[config.mk]
export PLATFORM = sky130hd
export DESIGN_NAME = radix_integer_text_parser_top
export DESIGN_NICKNAME = d
export VERILOG_FILES = /design/src/rip_pkg.sv /design/src/radix_integer_text_parser_top.sv /design/src/rip_front.sv /design/src/rip_queue.sv /design/src/rip_back.sv
export SDC_FILE = /design/constraint.sdc
export NUM_CORES = 1
export LEC_CHECK = 0
export BUFFER_PORTS_ARGS = -buffer_cell sky130_fd_sc_hd__buf_4
export CORE_UTILIZATION = 41
export CTS_CLUSTER_DIAMETER = 30
export CTS_CLUSTER_SIZE = 8
export DETAILED_ROUTE_END_ITERATION = 10
export PLACE_DENSITY = 0.68
export RECOVER_POWER = 50
export SYNTH_ARGS = -nofsm -noshare
export SYNTH_HDL_FRONTEND = slang
export SYNTH_SLANG_ARGS = --single-unit
[constraint.sdc]
create_clock -name clk -period 12.95 [get_ports clk]
set_input_delay 1.295 -clock clk [delete_from_list [all_inputs] [get_ports clk]]
set_output_delay 1.295 -clock clk [all_outputs]
set_load 0.02 [all_outputs]
[src/rip_pkg.sv]
// ---------------------------------------------------------------------------
// rip_pkg
// Shared types, constants and the character classifier of the radix parser.
// ---------------------------------------------------------------------------
package rip_pkg;

	localparam int ACC_WIDTH   = 64;
	localparam int VALUE_WIDTH = 64;
	localparam int RADIX_WIDTH = 6;
	localparam int QUEUE_DEPTH = 4;
	localparam int QUEUE_AW    = $clog2(QUEUE_DEPTH);
	localparam int QUEUE_CW    = $clog2(QUEUE_DEPTH + 1);

	localparam logic [ACC_WIDTH-1:0]   MAG_LIMIT = {1'b0, {(ACC_WIDTH-1){1'b1}}};
	localparam logic [VALUE_WIDTH-1:0] SAT_VALUE = VALUE_WIDTH'(MAG_LIMIT);

	localparam logic [RADIX_WIDTH-1:0] RADIX_AUTO = 6'd0;
	localparam logic [RADIX_WIDTH-1:0] RADIX_MIN  = 6'd2;
	localparam logic [RADIX_WIDTH-1:0] RADIX_MAX  = 6'd36;
	localparam logic [RADIX_WIDTH-1:0] RADIX_DEC  = 6'd10;
	localparam logic [RADIX_WIDTH-1:0] RADIX_HEX  = 6'd16;
	localparam logic [RADIX_WIDTH-1:0] NO_DIGIT   = 6'd36;

	localparam logic [1:0] ST_OK  = 2'd0;
	localparam logic [1:0] ST_NAN = 2'd1;
	localparam logic [1:0] ST_SAT = 2'd2;

	typedef struct packed {
		logic [7:0] char_code;
		logic       last_char;
	} char_item_t;

	typedef struct packed {
		logic signed [VALUE_WIDTH-1:0] parsed_value;
		logic [1:0]                    status;
	} result_t;

	typedef struct packed {
		logic                   last_char;
		logic                   is_space;
		logic                   is_minus;
		logic                   is_plus;
		logic                   is_zero;
		logic                   is_x;
		logic [RADIX_WIDTH-1:0] digit;
	} cls_item_t;

	// digit value 0..35, NO_DIGIT otherwise
	function automatic logic [RADIX_WIDTH-1:0] digit_of(input logic [7:0] c);
		logic [RADIX_WIDTH-1:0] d;
		d = NO_DIGIT;
		if (c >= 8'h30 && c <= 8'h39) begin
			d = RADIX_WIDTH'(c - 8'h30);
		end else if (c >= 8'h61 && c <= 8'h7a) begin
			d = RADIX_WIDTH'(c - 8'h61) + RADIX_DEC;
		end else if (c >= 8'h41 && c <= 8'h5a) begin
			d = RADIX_WIDTH'(c - 8'h41) + RADIX_DEC;
		end
		return d;
	endfunction

	function automatic cls_item_t classify(input char_item_t it);
		cls_item_t r;
		r.last_char = it.last_char;
		r.is_space  = (it.char_code == 8'h20) ||
		              (it.char_code >= 8'h09 && it.char_code <= 8'h0d);
		r.is_minus  = (it.char_code == 8'h2d);
		r.is_plus   = (it.char_code == 8'h2b);
		r.is_zero   = (it.char_code == 8'h30);
		r.is_x      = (it.char_code == 8'h78) || (it.char_code == 8'h58);
		r.digit     = digit_of(it.char_code);
		return r;
	endfunction

endpackage

[src/radix_integer_text_parser_top.sv]
// A last byte passes the front register and the queue, then its result register.
// Throughput: one byte per cycle unless a result stalls; the back stage's digit
//   multiply-accumulate (magnitude times radix plus digit) sets this.
// A 4-entry queue decouples the classifier front from the parse back end.
// Reset (arst_n low): radix_mode to auto, parse state to leading whitespace,
//   queue and result empty; no clearing pass.
// ---------------------------------------------------------------------------
// radix_integer_text_parser_top
// Streaming integer text parser with auto or fixed radix and saturation.
// ---------------------------------------------------------------------------
module radix_integer_text_parser_top import rip_pkg::*; (
	input  logic                   clk,
	input  logic                   arst_n,
	input  logic                   char_valid,
	output logic                   char_stall,
	input  char_item_t             char_data,
	output logic                   result_valid,
	input  logic                   result_stall,
	output result_t                result_data,
	input  logic                   cfg_valid,
	output logic                   cfg_ready,
	input  logic [RADIX_WIDTH-1:0] cfg_data
);

	logic [RADIX_WIDTH-1:0] radix_mode_q;
	logic                   push, queue_full, pop, head_valid;
	cls_item_t              push_data, head_data;

	assign cfg_ready = 1'b1;

	always_ff @(posedge clk or negedge arst_n) begin
		if (!arst_n) begin
			radix_mode_q <= RADIX_AUTO;
		end else if (cfg_valid && cfg_ready) begin
			radix_mode_q <= cfg_data;
		end
	end

	rip_front u_front (
		.clk        (clk),
		.arst_n     (arst_n),
		.char_valid (char_valid),
		.char_stall (char_stall),
		.char_data  (char_data),
		.push       (push),
		.push_data  (push_data),
		.queue_full (queue_full)
	);

	rip_queue u_queue (
		.clk        (clk),
		.arst_n     (arst_n),
		.push       (push),
		.push_data  (push_data),
		.full       (queue_full),
		.pop        (pop),
		.head_valid (head_valid),
		.head_data  (head_data)
	);

	rip_back u_back (
		.clk          (clk),
		.arst_n       (arst_n),
		.radix_mode   (radix_mode_q),
		.head_valid   (head_valid),
		.head_data    (head_data),
		.pop          (pop),
		.result_valid (result_valid),
		.result_stall (result_stall),
		.result_data  (result_data)
	);

endmodule

[src/rip_front.sv]
// ---------------------------------------------------------------------------
// rip_front
// Accepts input bytes and registers their classification for the queue.
// ---------------------------------------------------------------------------
module rip_front import rip_pkg::*; (
	input  logic       clk,
	input  logic       arst_n,
	input  logic       char_valid,
	output logic       char_stall,
	input  char_item_t char_data,
	output logic       push,
	output cls_item_t  push_data,
	input  logic       queue_full
);

	logic      valid_s1;
	cls_item_t item_s1;

	assign char_stall = valid_s1 && queue_full;
	assign push       = valid_s1 && !queue_full;
	assign push_data  = item_s1;

	always_ff @(posedge clk or negedge arst_n) begin
		if (!arst_n) begin
			valid_s1 <= 1'b0;
		end else if (char_valid && !char_stall) begin
			valid_s1 <= 1'b1;
		end else if (push) begin
			valid_s1 <= 1'b0;
		end
	end

	always_ff @(posedge clk) begin
		if (char_valid && !char_stall) begin
			item_s1 <= classify(char_data);
		end
	end

endmodule

[src/rip_queue.sv]
// ---------------------------------------------------------------------------
// rip_queue
// Short FIFO of classified bytes between front and back.
// ---------------------------------------------------------------------------
module rip_queue import rip_pkg::*; (
	input  logic      clk,
	input  logic      arst_n,
	input  logic      push,
	input  cls_item_t push_data,
	output logic      full,
	input  logic      pop,
	output logic      head_valid,
	output cls_item_t head_data
);

	cls_item_t             mem_q [QUEUE_DEPTH];
	logic [QUEUE_AW-1:0]   wr_ptr_q;
	logic [QUEUE_AW-1:0]   rd_ptr_q;
	logic [QUEUE_CW-1:0]   count_q;

	assign full       = (count_q == QUEUE_CW'(QUEUE_DEPTH));
	assign head_valid = (count_q != '0);
	assign head_data  = mem_q[rd_ptr_q];

	always_ff @(posedge clk or negedge arst_n) begin
		if (!arst_n) begin
			wr_ptr_q <= '0;
			rd_ptr_q <= '0;
			count_q  <= '0;
		end else begin
			if (push) begin
				wr_ptr_q <= wr_ptr_q + 1'b1;
			end
			if (pop) begin
				rd_ptr_q <= rd_ptr_q + 1'b1;
			end
			if (push && !pop) begin
				count_q <= count_q + 1'b1;
			end else if (pop && !push) begin
				count_q <= count_q - 1'b1;
			end
		end
	end

	always_ff @(posedge clk) begin
		if (push) begin
			mem_q[wr_ptr_q] <= push_data;
		end
	end

endmodule

[src/rip_back.sv]
// ---------------------------------------------------------------------------
// rip_back
// Parse state machine with digit multiply-accumulate and result register.
// ---------------------------------------------------------------------------
module rip_back import rip_pkg::*; (
	input  logic                   clk,
	input  logic                   arst_n,
	input  logic [RADIX_WIDTH-1:0] radix_mode,
	input  logic                   head_valid,
	input  cls_item_t              head_data,
	output logic                   pop,
	output logic                   result_valid,
	input  logic                   result_stall,
	output result_t                result_data
);

	typedef enum logic [2:0] {
		PH_WS,
		PH_SIGN,
		PH_PREFIX,
		PH_DIGITS,
		PH_DONE,
		PH_BAD
	} phase_t;

	localparam int MAC_W = ACC_WIDTH + RADIX_WIDTH + 1;

	phase_t                 phase_q, phase_n;
	logic                   neg_q, neg_n;
	logic [RADIX_WIDTH-1:0] rad_q, rad_n;
	logic [ACC_WIDTH-1:0]   mag_q, mag_n;
	logic                   sat_q, sat_n;
	logic                   first, do_dig;
	logic [MAC_W-1:0]       mac;
	logic                   out_free;
	logic                   bad_radix;
	logic [VALUE_WIDTH-1:0] mag_ext;
	result_t                res;

	assign out_free  = !result_valid || !result_stall;
	assign pop       = head_valid && (!head_data.last_char || out_free);
	assign bad_radix = (radix_mode != RADIX_AUTO) &&
	                   ((radix_mode < RADIX_MIN) || (radix_mode > RADIX_MAX));

	always_comb begin
		phase_n = phase_q;
		neg_n   = neg_q;
		rad_n   = rad_q;
		sat_n   = sat_q;
		mag_n   = mag_q;
		first   = 1'b0;
		do_dig  = 1'b0;
		unique case (phase_q)
			PH_WS: begin
				if (!head_data.is_space) begin
					if (bad_radix) begin
						phase_n = PH_BAD;
					end else begin
						rad_n = radix_mode;
						if (head_data.is_minus) begin
							neg_n   = 1'b1;
							phase_n = PH_SIGN;
						end else if (head_data.is_plus) begin
							phase_n = PH_SIGN;
						end else begin
							first = 1'b1;
						end
					end
				end
			end
			PH_SIGN: begin
				first = 1'b1;
			end
			PH_PREFIX: begin
				phase_n = PH_DIGITS;
				if (head_data.is_x) begin
					rad_n = RADIX_HEX;
				end else begin
					if (rad_n == RADIX_AUTO) begin
						rad_n = RADIX_DEC;
					end
					do_dig = 1'b1;
				end
			end
			PH_DIGITS: begin
				do_dig = 1'b1;
			end
			default: begin
			end
		endcase

		// first byte after the optional sign: a '0' may open a hex prefix
		if (first) begin
			if (head_data.is_zero && (rad_n == RADIX_AUTO || rad_n == RADIX_HEX)) begin
				phase_n = PH_PREFIX;
			end else begin
				if (rad_n == RADIX_AUTO) begin
					rad_n = RADIX_DEC;
				end
				phase_n = PH_DIGITS;
				do_dig  = 1'b1;
			end
		end

		mac = {{(RADIX_WIDTH+1){1'b0}}, mag_q} * {{(ACC_WIDTH+1){1'b0}}, rad_n}
		      + MAC_W'(head_data.digit);

		if (do_dig) begin
			if (rad_n < RADIX_MIN || head_data.digit >= rad_n) begin
				phase_n = PH_DONE;
			end else if (mac > MAC_W'(MAG_LIMIT)) begin
				mag_n = MAG_LIMIT;
				sat_n = 1'b1;
			end else begin
				mag_n = mac[ACC_WIDTH-1:0];
			end
		end

		mag_ext = VALUE_WIDTH'(mag_n);
		if (phase_n == PH_WS || phase_n == PH_BAD) begin
			res.parsed_value = '0;
			res.status       = ST_NAN;
		end else begin
			res.parsed_value = neg_n ? -mag_ext : mag_ext;
			res.status       = sat_n ? ST_SAT : ST_OK;
		end
	end

	always_ff @(posedge clk or negedge arst_n) begin
		if (!arst_n) begin
			phase_q      <= PH_WS;
			neg_q        <= 1'b0;
			rad_q        <= RADIX_AUTO;
			mag_q        <= '0;
			sat_q        <= 1'b0;
			result_valid <= 1'b0;
		end else begin
			if (pop && head_data.last_char) begin
				phase_q      <= PH_WS;
				neg_q        <= 1'b0;
				rad_q        <= RADIX_AUTO;
				mag_q        <= '0;
				sat_q        <= 1'b0;
				result_valid <= 1'b1;
			end else begin
				if (pop) begin
					phase_q <= phase_n;
					neg_q   <= neg_n;
					rad_q   <= rad_n;
					mag_q   <= mag_n;
					sat_q   <= sat_n;
				end
				if (!result_stall) begin
					result_valid <= 1'b0;
				end
			end
		end
	end

	always_ff @(posedge clk) begin
		if (pop && head_data.last_char) begin
			result_data <= res;
		end
	end

endmodule

==> results of run 1 <==
[registers in the layout (all words and copies together), names as in the netlist]
register             flops
u_front.push_data       12
u_queue.wr_ptr_q         2
u_back.sat_q             1
u_back.result_data      66
u_queue.mem_q           48
u_back.rad_q             6
u_back.mag_q            64
u_back.phase_q           3
u_back.result_valid      1
u_back.neg_q             1
radix_mode_q             6
u_queue.rd_ptr_q         2
u_front.valid_s1         1
u_queue.count_q          3
[logic make-up (layout without fill, tap and decap cells)]
group	count (synthesis)	count (layout)	synth area share [%]
compound gates	635	635	15.54
xor+xnor	117	117	3.969
fa+ha+maj	424	424	27.91
buf+inv	248	301	3.795
flops	216	216	23.38
mux	25	25	1.687
other cells	1	1	0.01453
simple gates	1156	1156	23.71
[routing by layer]
metal  track usage (%)  up-vias
met5                 0        -
met4             9.437        0
met3             5.088      173
met2             42.18     1042
met1             37.06    11070
li1                  -     9987
[synthesized netlist by cell type (all sizes together) (7+ instances only)]
library cell / count / area share (%)
fa: 253 / 20
nor2b: 244 / 5.9
nor2: 239 / 3.5
nand2: 199 / 2.9
a21oi: 184 / 3.6
o21ai: 180 / 3.5
ha: 171 / 8.3
clkbuf: 140 / 2.0
and2: 133 / 3.2
edfxtp: 126 / 15
nand3: 95 / 1.9
dfrtp: 90 / 8.7
inv: 77 / 1.1
nor3: 61 / 1.2
xnor2: 61 / 2.1
xor2: 56 / 1.9
nand4: 52 / 1.3
a31oi: 34 / 0.82
a21o: 30 / 0.87
buf: 29 / 0.61
nand2b: 26 / 0.63
and3: 23 / 0.56
a41oi: 19 / 0.64
o21a: 19 / 0.55
o22ai: 19 / 0.46
a211oi: 17 / 0.51
or3: 17 / 0.41
nor4: 16 / 0.44
o31ai: 16 / 0.47
a21boi: 12 / 0.35
mux4: 12 / 1.0
o211ai: 12 / 0.37
a211o: 10 / 0.34
o21bai: 10 / 0.29
or2: 10 / 0.24
a22o: 8 / 0.27
mux2: 8 / 0.35
nand3b: 8 / 0.23
a2111oi: 7 / 0.41
a311oi: 7 / 0.24
[area by class of cell]
cell class	count	area [um2]	area share (%)
Multi-Input combinational cell	2358	18880	65.39
Sequential cell	216	6036	20.91
Clock buffer	69	1414	4.897
Tap cell	837	1047	3.627
Timing Repair Buffer	127	815.8	2.826
Clock inverter	26	384.1	1.330
Inverter	79	296.5	1.027
[metrics by stage]
step	worst slack (ns)	hold slack (ns)	instance area [um2]	util, %
5_1_grt	0.3155	0.5090	28870	46.61
4_1_cts	1.156	0.4938	29020	46.86
3_5_place_dp	1.258	0.4847	27230	43.96
2_1_floorplan	2.770	0.4548	25820	-
6_report	1.046	0.5025	28870	46.61
3_3_place_gp	1.494	0.4792	27230	43.96
[worst register-to-register path, delay by kind of cell, from the launching register on]
family	cells	cell delay (ns)
buffers and inverters	2	0.52
adders and majority gates	6	2.42
DFF	1	0.43
xor gates and xnor gates	1	0.16
AOI/OAI and AO/OA	14	4.75
and+or+nand+nor	11	3.36
[worst max path at each step]
stage,start,endpoint,cells past startpoint
floorplan,u_queue.rd_ptr_q[0]$_DFFE_PN0P_,u_back.result_data[34]$_SDFFCE_PP0P_,41
global placement,u_queue.rd_ptr_q[0]$_DFFE_PN0P_,u_back.result_data[34]$_SDFFCE_PP0P_,34
detailed placement,radix_mode_q[4]$_DFFE_PN0P_,u_back.result_data[34]$_SDFFCE_PP0P_,34
CTS,u_queue.rd_ptr_q[0]$_DFFE_PN0P_,u_back.result_data[34]$_SDFFCE_PP0P_,34
global route,u_queue.rd_ptr_q[1]$_DFFE_PN0P_,u_back.result_data[34]$_SDFFCE_PP0P_,34
finish,radix_mode_q[4]$_DFFE_PN0P_,u_back.result_data[34]$_SDFFCE_PP0P_,34
==> impl_metrics.env, run 1 <==
export IMPL_max_slew_worst_pin_slew_ns=5.357
export IMPL_hold_end="u_queue.mem_q[3][1]$_DFFE_PP_"
export IMPL_firstDrtPassIters=5
export IMPL_critPathMaxFanout=34
export IMPL_hold_path_cell_count=0
export IMPL_top_layer_used="met4"
export IMPL_cts_tree="done"
export IMPL_grt_usage_pct=26.91
export IMPL_wire_per_inst_um=22.82
export IMPL_vias=22270
export IMPL_tns_ns=0
export IMPL_ctsHoldBuffers=0
export IMPL_ant_nets=0
export IMPL_drcViolationCount=0
export IMPL_grt_max_degree=74
export IMPL_reg2reg_slack_ns=1.05
export IMPL_cts_buffer_depth=3
export IMPL_end_kind="flip-flop"
export IMPL_dp_hpwl_um=65240
export IMPL_synth_cells=2822
export IMPL_drt_total_wl_um=84700
export IMPL_final_common_cell="fa_1"
export IMPL_ys_dominant_reg_cell="edfxtp_1"
export IMPL_dr_first_iter_drc_count=2305
export IMPL_drv_slew=222
export IMPL_async_flop_share_pct=41.67
export IMPL_grt_antenna_before_repair=1
export IMPL_wl_met1_um=36230
export IMPL_relSlewSlack_pct=-257.3
export IMPL_grt_pass1_wl_um=132700
export IMPL_worstReg2RegStart="radix_mode_q[4]$_DFFE_PN0P_"
export IMPL_finalCritPeriodShare_pct=91.93
export IMPL_vias_per_cell=5.999
export IMPL_drive_gt1_share_pct=8.348
export IMPL_syn_cell_area_um2=25820
export IMPL_max_freq_ghz=0.08400
export IMPL_first_global_vias=22170
export IMPL_layout_common_cells="fa_1, nor2b_1, nor2_1"
export IMPL_path_delay_family="compound AO/OA/AOI/OAI gates"
export IMPL_hold_viol=0
export IMPL_htree_levels=2
export IMPL_slowest_delay_ns=0.62
export IMPL_yosys_register_bits=216
export IMPL_antenna_cells=0
export IMPL_hold_path_class="reg2reg"
export IMPL_cts_sinks=216
export IMPL_nFillCells=5929
export IMPL_instances_no_fill=3712
export IMPL_synthToLayoutAreaGrowth_pct=11.84
export IMPL_critical_path_class="reg2reg"
export IMPL_cts_buffers=51
export IMPL_timing_max_cap_violations=4
export IMPL_clock_latency_ns=0.62
export IMPL_startpoint_type="flip-flop"
export IMPL_grt_ovfl_total=0
export IMPL_status="finished with violations"
export IMPL_ctsResizeCount=0
export IMPL_route_met2_wl_um=38260
export IMPL_die_w_um=252.9
export IMPL_clk_pin_slew_ns=0.05
export IMPL_post_cts_setup_buffer_count=0
export IMPL_synth_edf_count=126
export IMPL_cts_root_buffer="clkbuf_16"
export IMPL_cp_slowest_cell="a31oi_1"
export IMPL_timing_critical_path_buf_inv=2
export IMPL_failed_checks="max-capacitance violations, max-slew violations"
export IMPL_worstPathRequired_ns=13.28
export IMPL_worst_r2r_endpoint="u_back.result_data[34]$_SDFFCE_PP0P_"
export IMPL_finalSetupViolCount=0
export IMPL_die_area_um2=63970
export IMPL_port_buffers=87
export IMPL_place_gp_congestion=1.036
export IMPL_start_util_pct=41.68
export IMPL_io_pins=89
export IMPL_yosys_warnings=0
export IMPL_syn_nets=3266
export IMPL_fin_worst_skew_ns=0.05760
export IMPL_cp_arrival_ns=12.24
export IMPL_num_rows=91
export IMPL_rsz0062_at_grt="no"
export IMPL_synthDistinctLibCells=104
export IMPL_core_area_um2=61940
export IMPL_avgSynthCellArea_um2=9.148
export IMPL_placedCellCount=3617
export IMPL_reg2reg_depth=34
export IMPL_yosysSeqAreaShare_pct=23.38
export IMPL_die_h_um=252.9
export IMPL_min_period_ns=11.90
export IMPL_dr_wl_met3_um=7171
export IMPL_min_delay_start="u_front.push_data[1]$_DFFE_PP_"
export IMPL_nNetsFinal=3277
Power of run 1 is not shown: default switching activity piles up to over one toggle a cycle in this logic, so the estimate is an artifact.
==> inputs of run 2 (changes only) <==
Settings changed: SYNTH_HIERARCHICAL set to 1.
==> run 2 against run 1 <==
The flow still finishes with violations (max-capacitance violations, max-slew violations). Via count grew 1.1%. Final area shrank 0.76%. Wire length grew 0.34%. Critical path depth grew 2. Global-route usage shrank 0.80 points. Sequential cell count is the same. Register-to-register slack lost 0.09 ns. Non-clock buffer count is the same. Core utilization shrank 1.2 points. Hold slack lost 0.018 ns. Sequential share of layout area grew 0.16 points. Clock-buffer cell count shrank 7.
==> impl_metrics.env, run 2 <==
export IMPL_drv_slew=93
export IMPL_synth_area_top_cells="fa_1, edfxtp_1, dfrtp_1"
export IMPL_fin_worst_skew_ns=0.01877
export IMPL_finalCritPeriodShare_pct=92.59
export IMPL_cts_root_buffer="clkbuf_16"
export IMPL_synthToLayoutAreaGrowth_pct=9.454
export IMPL_finalSetupViolCount=0
export IMPL_dp_hpwl_um=65120
export IMPL_rsz0062_at_grt="no"
export IMPL_drive_gt1_share_pct=7.852
export IMPL_io_pins=89
export IMPL_vias=22500
export IMPL_cp_arrival_ns=12.24
export IMPL_synth_simple_gate_area_share_pct=22.14
export IMPL_die_area_um2=64860
export IMPL_synthMuxAreaShare_pct=2.294
export IMPL_grt_antenna_before_repair=0
export IMPL_worstPathRequired_ns=13.20
export IMPL_post_cts_setup_buffer_count=0
export IMPL_layout_common_cells="fa_1, and2_1, nand2_1"
export IMPL_syn_nets=3267
export IMPL_slowest_delay_ns=0.77
export IMPL_syn_cell_area_um2=26180
export IMPL_cp_slowest_cell="nor4_4"
export IMPL_timing_max_cap_violations=2
export IMPL_relSlewSlack_pct=-100.5
export IMPL_num_rows=92
export IMPL_synth_compound_area_share_pct=17.69
export IMPL_cts_tree="done"
export IMPL_wire_per_inst_um=23.06
export IMPL_synthDistinctLibCells=109
export IMPL_place_gp_congestion=1.045
export IMPL_final_common_cell="fa_1"
export IMPL_cts_buffers=43
export IMPL_synth_top_family_by_area="adder cells"
export IMPL_dr_wl_met3_um=6949
export IMPL_grt_max_degree=71
export IMPL_leakage_nw=12.48
export IMPL_largest_register_ffs=66
export IMPL_hold_viol=0
export IMPL_top_layer_used="met4"
export IMPL_wl_met1_um=35650
export IMPL_synth_cells=2824
export IMPL_min_period_ns=11.99
export IMPL_largest_register="u_back/result_data"
export IMPL_nNetsFinal=3248
export IMPL_clk_pin_slew_ns=0.05
export IMPL_vias_per_cell=6.105
export IMPL_synth_area_leader_cell="fa_1"
export IMPL_ant_nets=0
export IMPL_status="finished with violations"
export IMPL_firstDrtPassIters=8
export IMPL_synth_xor_area_share_pct=3.078
export IMPL_async_flop_share_pct=41.67
export IMPL_final_util_pct=45.42
export IMPL_grt_ovfl_total=0
export IMPL_die_h_um=254.7
export IMPL_max_freq_ghz=0.08340
export IMPL_clock_latency_ns=0.54
export IMPL_yosysSeqAreaShare_pct=23.06
export IMPL_reg_top3="u_back/result_data x66, u_back/mag_q x64, u_queue/mem_q x48"
export IMPL_cts_buffer_depth=3
export IMPL_synth_adder_area_share_pct=27.47
export IMPL_grt_usage_pct=26.11
export IMPL_core_area_um2=63080
export IMPL_avgSynthCellArea_um2=9.270
export IMPL_antenna_cells=0
export IMPL_drcViolationCount=0
export IMPL_startpoint_type="flip-flop"
export IMPL_hold_path_class="reg2reg"
export IMPL_ctsResizeCount=0
export IMPL_ctsHoldBuffers=0
export IMPL_dr_first_iter_drc_count=2118
export IMPL_end_kind="flip-flop"
export IMPL_ys_top_cells_by_count="fa_1, and2_1, nand2_1"
export IMPL_yosysMostFrequentCell="fa_1"
export IMPL_yosys_warnings=6
export IMPL_yosys_register_bits=216
export IMPL_yosys_area_top_type_share_pct=19.35
export IMPL_critPathMaxFanout=13
export IMPL_ir_drop_mv=0.1873
export IMPL_grt_pass1_wl_um=130900
export IMPL_failed_checks="max-capacitance violations, max-slew violations"
export IMPL_critical_path_class="reg2reg"
export IMPL_first_global_vias=22090
export IMPL_tns_ns=0
export IMPL_synth_edf_count=126
export IMPL_cts_sinks=216
export IMPL_htree_levels=2
export IMPL_port_buffers=87
export IMPL_max_slew_worst_pin_slew_ns=3.008
export IMPL_drt_total_wl_um=84990
export IMPL_route_met2_wl_um=38270
export IMPL_ys_dominant_reg_cell="edfxtp_1"
export IMPL_start_util_pct=41.50
export IMPL_die_w_um=254.7
export IMPL_p_per_area_nw_per_um2=251.4
-- run 2: cell types whose count changed in the layout (fill, tap and decap cells not counted), moves of 19 or more --
cell | previous run | this run
o211ai_1 | 11 | 30
and2_1 | 127 | 246
o21ai_0 | 171 | 147
nand3_1 | 93 | 31
a22o_1 | 7 | 36
nor2_1 | 238 | 199
nor2b_1 | 243 | 123
-- run 2: path summary, 6_finish.rpt --
check | startpoint | to | slack, ns | cells past startpoint
worst max register to register | u_queue/rd_ptr_q[1]$_DFFE_PN0P_ | u_back/result_data[64]$_SDFFCE_PP0P_ | 0.96 | 36
min in group asynchronous | arst_n | u_back/mag_q[36]$_DFFE_PN0P_ | 1.74 | 1
worst min-delay path | u_queue/count_q[2]$_DFFE_PN0P_ | u_queue/count_q[2]$_DFFE_PN0P_ | 0.48 | 1
max in group asynchronous | arst_n | u_queue/rd_ptr_q[0]$_DFFE_PN0P_ | 7.52 | 2
worst max-delay path | u_queue/rd_ptr_q[1]$_DFFE_PN0P_ | u_back/result_data[64]$_SDFFCE_PP0P_ | 0.96 | 36
worst min register to register | u_queue/count_q[2]$_DFFE_PN0P_ | u_queue/count_q[2]$_DFFE_PN0P_ | 0.48 | 1
-- run 2: metal layers --
layer / vias to the layer above / GRT usage, %
met5: - / 0
met1: 11070 / 35.75
met2: 1169 / 41.17
met4: 0 / 11.21
li1: 10040 / -
met3: 226 / 3.654
-- run 2: report_power, final --
part,leakage (nW),switching (mW),internal [mW]
Clock,0.640,0.380,0.655
Sequential,2.42,0.200,1.06
Combinational,9.42,3.38,1.53
Total,12.5,3.96,3.24
-- run 2: area by class of cell --
class,instances,area [um2]
fillers,6184,34430
multi-input cells,2331,19080
flip-flops and latches,216,6036
clock buffers,62,1179
well taps,846,1059
repair buffers,127,817.0
inverters,86,322.8
clock inverters,18,162.7
-- run 2: logic make-up after synthesis --
| kind of cell | after synthesis |
|---|---|
| flops | 216 |
| compound gates | 688 |
| mux | 40 |
| xor+xnor | 92 |
| buf+inv | 277 |
| simple gates | 1087 |
| other cells | 1 |
| fa+ha+maj | 423 |
-- run 2: critical path, delay by kind of cell (launching register included) --
| kind | cells | cell delay (ns) |
|---|---|---|
| AND/OR/NAND/NOR | 11 | 3.61 |
| AO/OA/AOI/OAI | 15 | 4.16 |
| buffers and inverters | 3 | 0.15 |
| multiplexers | 1 | 0.33 |
| adder cells (fa/ha/maj) | 6 | 2.72 |
| flip-flops | 1 | 0.68 |
-- run 2: metrics by stage --
step	area [um2]	worst slack [ns]	instances	power, mW	hold slack (ns)
6_report	28650	0.9595	3686	7.204	0.4842
5_1_grt	28650	0.3568	3686	7.587	0.5037
4_1_cts	28830	1.233	3686	7.136	0.4907
3_5_place_dp	27490	1.280	3606	6.075	0.4818
3_3_place_gp	27490	1.426	3606	6.030	0.4758
2_1_floorplan	26180	2.091	2824	4.454	0.4491
No activity file was read; power rests on OpenSTA's default activity.
==> inputs of run 3 (changes only) <==
Settings changed: BUFFER_PORTS_ARGS -buffer_cell sky130_fd_sc_hd__buf_4 to not set, CORE_MARGIN set to 2, DONT_BUFFER_PORTS set to 1, PLACE_DENSITY 0.68 to 0.66.
==> run 3 against run 2 <==
The flow now finishes without violations. Final cell count fell by 2.6%. Highest routed layer unchanged. Total power fell by 1.5%. Hold slack got worse by 0.027 ns.
==> impl_metrics.env, run 3 (synthesis results as in run 2) <==
export IMPL_dr_first_iter_drc_count=2413
export IMPL_max_slew_worst_pin_slew_ns=1.279
export IMPL_rsz0062_at_grt="no"
export IMPL_drv_slew=0
export IMPL_slowest_delay_ns=0.80
export IMPL_fin_worst_skew_ns=0.01692
export IMPL_critical_path_class="reg2reg"
export IMPL_antenna_cells=0
export IMPL_grt_max_degree=91
export IMPL_tns_ns=0
export IMPL_drcViolationCount=0
export IMPL_nFillCells=6125
export IMPL_hold_path_class="in2async"
export IMPL_timing_max_cap_violations=0
export IMPL_p_switching_mw=3.938
export IMPL_final_common_cell="fa_1"
export IMPL_place_gp_congestion=0.9776
export IMPL_grt_ovfl_total=0
export IMPL_cts_buffer_depth=3
export IMPL_reg2reg_depth=32
export IMPL_p_int_mw=3.159
export IMPL_ir_drop_mv=0.1746
export IMPL_post_cts_setup_buffer_count=0
export IMPL_hold_viol=0
export IMPL_max_freq_ghz=0.08099
export IMPL_cts_root_buffer="clkbuf_16"
export IMPL_min_period_ns=12.35
export IMPL_largest_register="u_back/result_data"
export IMPL_io_pins=89
export IMPL_firstDrtPassIters=6
export IMPL_worst_r2r_endpoint="u_back/result_data[64]$_SDFFCE_PP0P_"
export IMPL_cp_arrival_ns=12.69
export IMPL_synthToLayoutAreaGrowth_pct=7.346
export IMPL_p_per_area_nw_per_um2=252.5
export IMPL_reg2reg_slack_ns=0.60
export IMPL_drt_total_wl_um=88170
export IMPL_startpoint_type="flip-flop"
export IMPL_leakage_nw=12.20
export IMPL_cts_tree="done"
export IMPL_num_rows=92
export IMPL_finalCritPeriodShare_pct=95.34
export IMPL_nNetsFinal=3155
export IMPL_die_h_um=256.7
export IMPL_vias=22640
export IMPL_finalSetupViolCount=0
export IMPL_seq_power_share_pct=20.0
export IMPL_port_buffers=0
export IMPL_grt_antenna_before_repair=0
export IMPL_clk_pin_slew_ns=0.05
export IMPL_wire_per_inst_um=24.55
export IMPL_drive_gt1_share_pct=6.191
export IMPL_htree_levels=2
export IMPL_power_frac_clock_pct=14.6
export IMPL_grt_usage_pct=26.55
export IMPL_grt_pass1_wl_um=137200
export IMPL_critPathMostFrequentCell="nand2_1"
export IMPL_worstPathRequired_ns=13.30
export IMPL_final_util_pct=44.55
export IMPL_clock_latency_ns=0.54
export IMPL_layout_common_cells="fa_1, and2_1, nand2_1"
export IMPL_largest_register_ffs=66
export IMPL_reg_top3="u_back/result_data x66, u_back/mag_q x64, u_queue/mem_q x48"
export IMPL_status="complete, no violations"
export IMPL_combPwrFrac_pct=65.4
export IMPL_worst_slack_ns=0.6035
export IMPL_swShare_pct=55.49
export IMPL_end_kind="flip-flop"
export IMPL_cts_sinks=216
export IMPL_core_area_um2=63080
export IMPL_start_util_pct=41.50
export IMPL_vias_per_cell=6.303
export IMPL_relSlewSlack_pct=14.19
export IMPL_ant_nets=0
export IMPL_die_w_um=256.7
export IMPL_ctsResizeCount=0
export IMPL_critPathMaxFanout=30
export IMPL_ctsHoldBuffers=0
export IMPL_first_global_vias=22970
export IMPL_worstReg2RegStart="u_queue/rd_ptr_q[0]$_DFFE_PN0P_"
export IMPL_cts_buffers=42
export IMPL_die_area_um2=65880
export IMPL_cp_slowest_cell="nor4_4"
export IMPL_dp_hpwl_um=67290
export IMPL_post_place_ws_ns=0.9110
==> run 3: worst max-delay path, delay by kind of cell (launching register included) <==
family                     cells  cell delay [ns]
muxes                          1             0.62
DFF                            1             0.53
AOI/OAI and AO/OA             10             3.22
adders and majority gates      6             2.57
buffers and inverters          1             0.36
and+or+nand+nor               14             4.80
==> run 3: worst max-delay path by stage <==
stage / from / endpoint / slack [ns] / cells after the start
2_1_floorplan: u_queue/rd_ptr_q[0]$_DFFE_PN0P_ / u_back/result_data[30]$_SDFFCE_PP0P_ / 2.09 / 44
3_3_place_gp: u_queue/rd_ptr_q[0]$_DFFE_PN0P_ / u_back/result_data[60]$_SDFFCE_PP0P_ / 1.12 / 29
3_5_place_dp: u_queue/rd_ptr_q[0]$_DFFE_PN0P_ / u_back/result_data[64]$_SDFFCE_PP0P_ / 0.91 / 32
4_1_cts: u_queue/rd_ptr_q[0]$_DFFE_PN0P_ / u_back/result_data[60]$_SDFFCE_PP0P_ / 0.87 / 32
5_1_grt: u_queue/rd_ptr_q[0]$_DFFE_PN0P_ / u_back/result_data[64]$_SDFFCE_PP0P_ / 0.1 / 34
6_report: u_queue/rd_ptr_q[0]$_DFFE_PN0P_ / u_back/result_data[64]$_SDFFCE_PP0P_ / 0.60 / 32
==> run 3: layer usage <==
metal	vias up	track usage, %	share of wire (%)
met3	281	3.816	7.4
met1	11330	35.57	41
met5	-	0	0
li1	9857	-	-
met2	1173	41.65	45
met4	0	14.08	6.3
==> run 3: metrics by stage <==
stage          std cells  cell area [um2]  power [mW]  hold slack [ns]
3_3_place_gp        3514            26780       5.823           0.4630
3_5_place_dp        3514            26780       5.924           0.4791
2_1_floorplan       2824            26180       4.454           0.4491
5_1_grt             3592            28100       7.483           0.4424
4_1_cts             3592            28120       6.995           0.4320
6_report            3592            28100       7.097           0.4574
==> run 3: power by group through the flow <==
stage               sequential [mW]  clock, mW  combinational (mW)
floorplan                      1.30          0                3.16
global placement               1.43          0                4.40
detailed placement             1.43          0                4.50
CTS                            1.42       1.05                4.52
global route                   1.45       1.08                4.96
finish                         1.42       1.03                4.64
==> run 3: area by class of cell <==
class | instances | area, um2 | share of cell area [%]
clock buffers | 64 | 1215 | 4.323
clock inverters | 14 | 130.1 | 0.4631
inverters | 86 | 322.8 | 1.149
multi-input cells | 2331 | 19060 | 67.84
flip-flops and latches | 216 | 6036 | 21.48
well taps | 846 | 1059 | 3.767
repair buffers | 35 | 275.3 | 0.9796
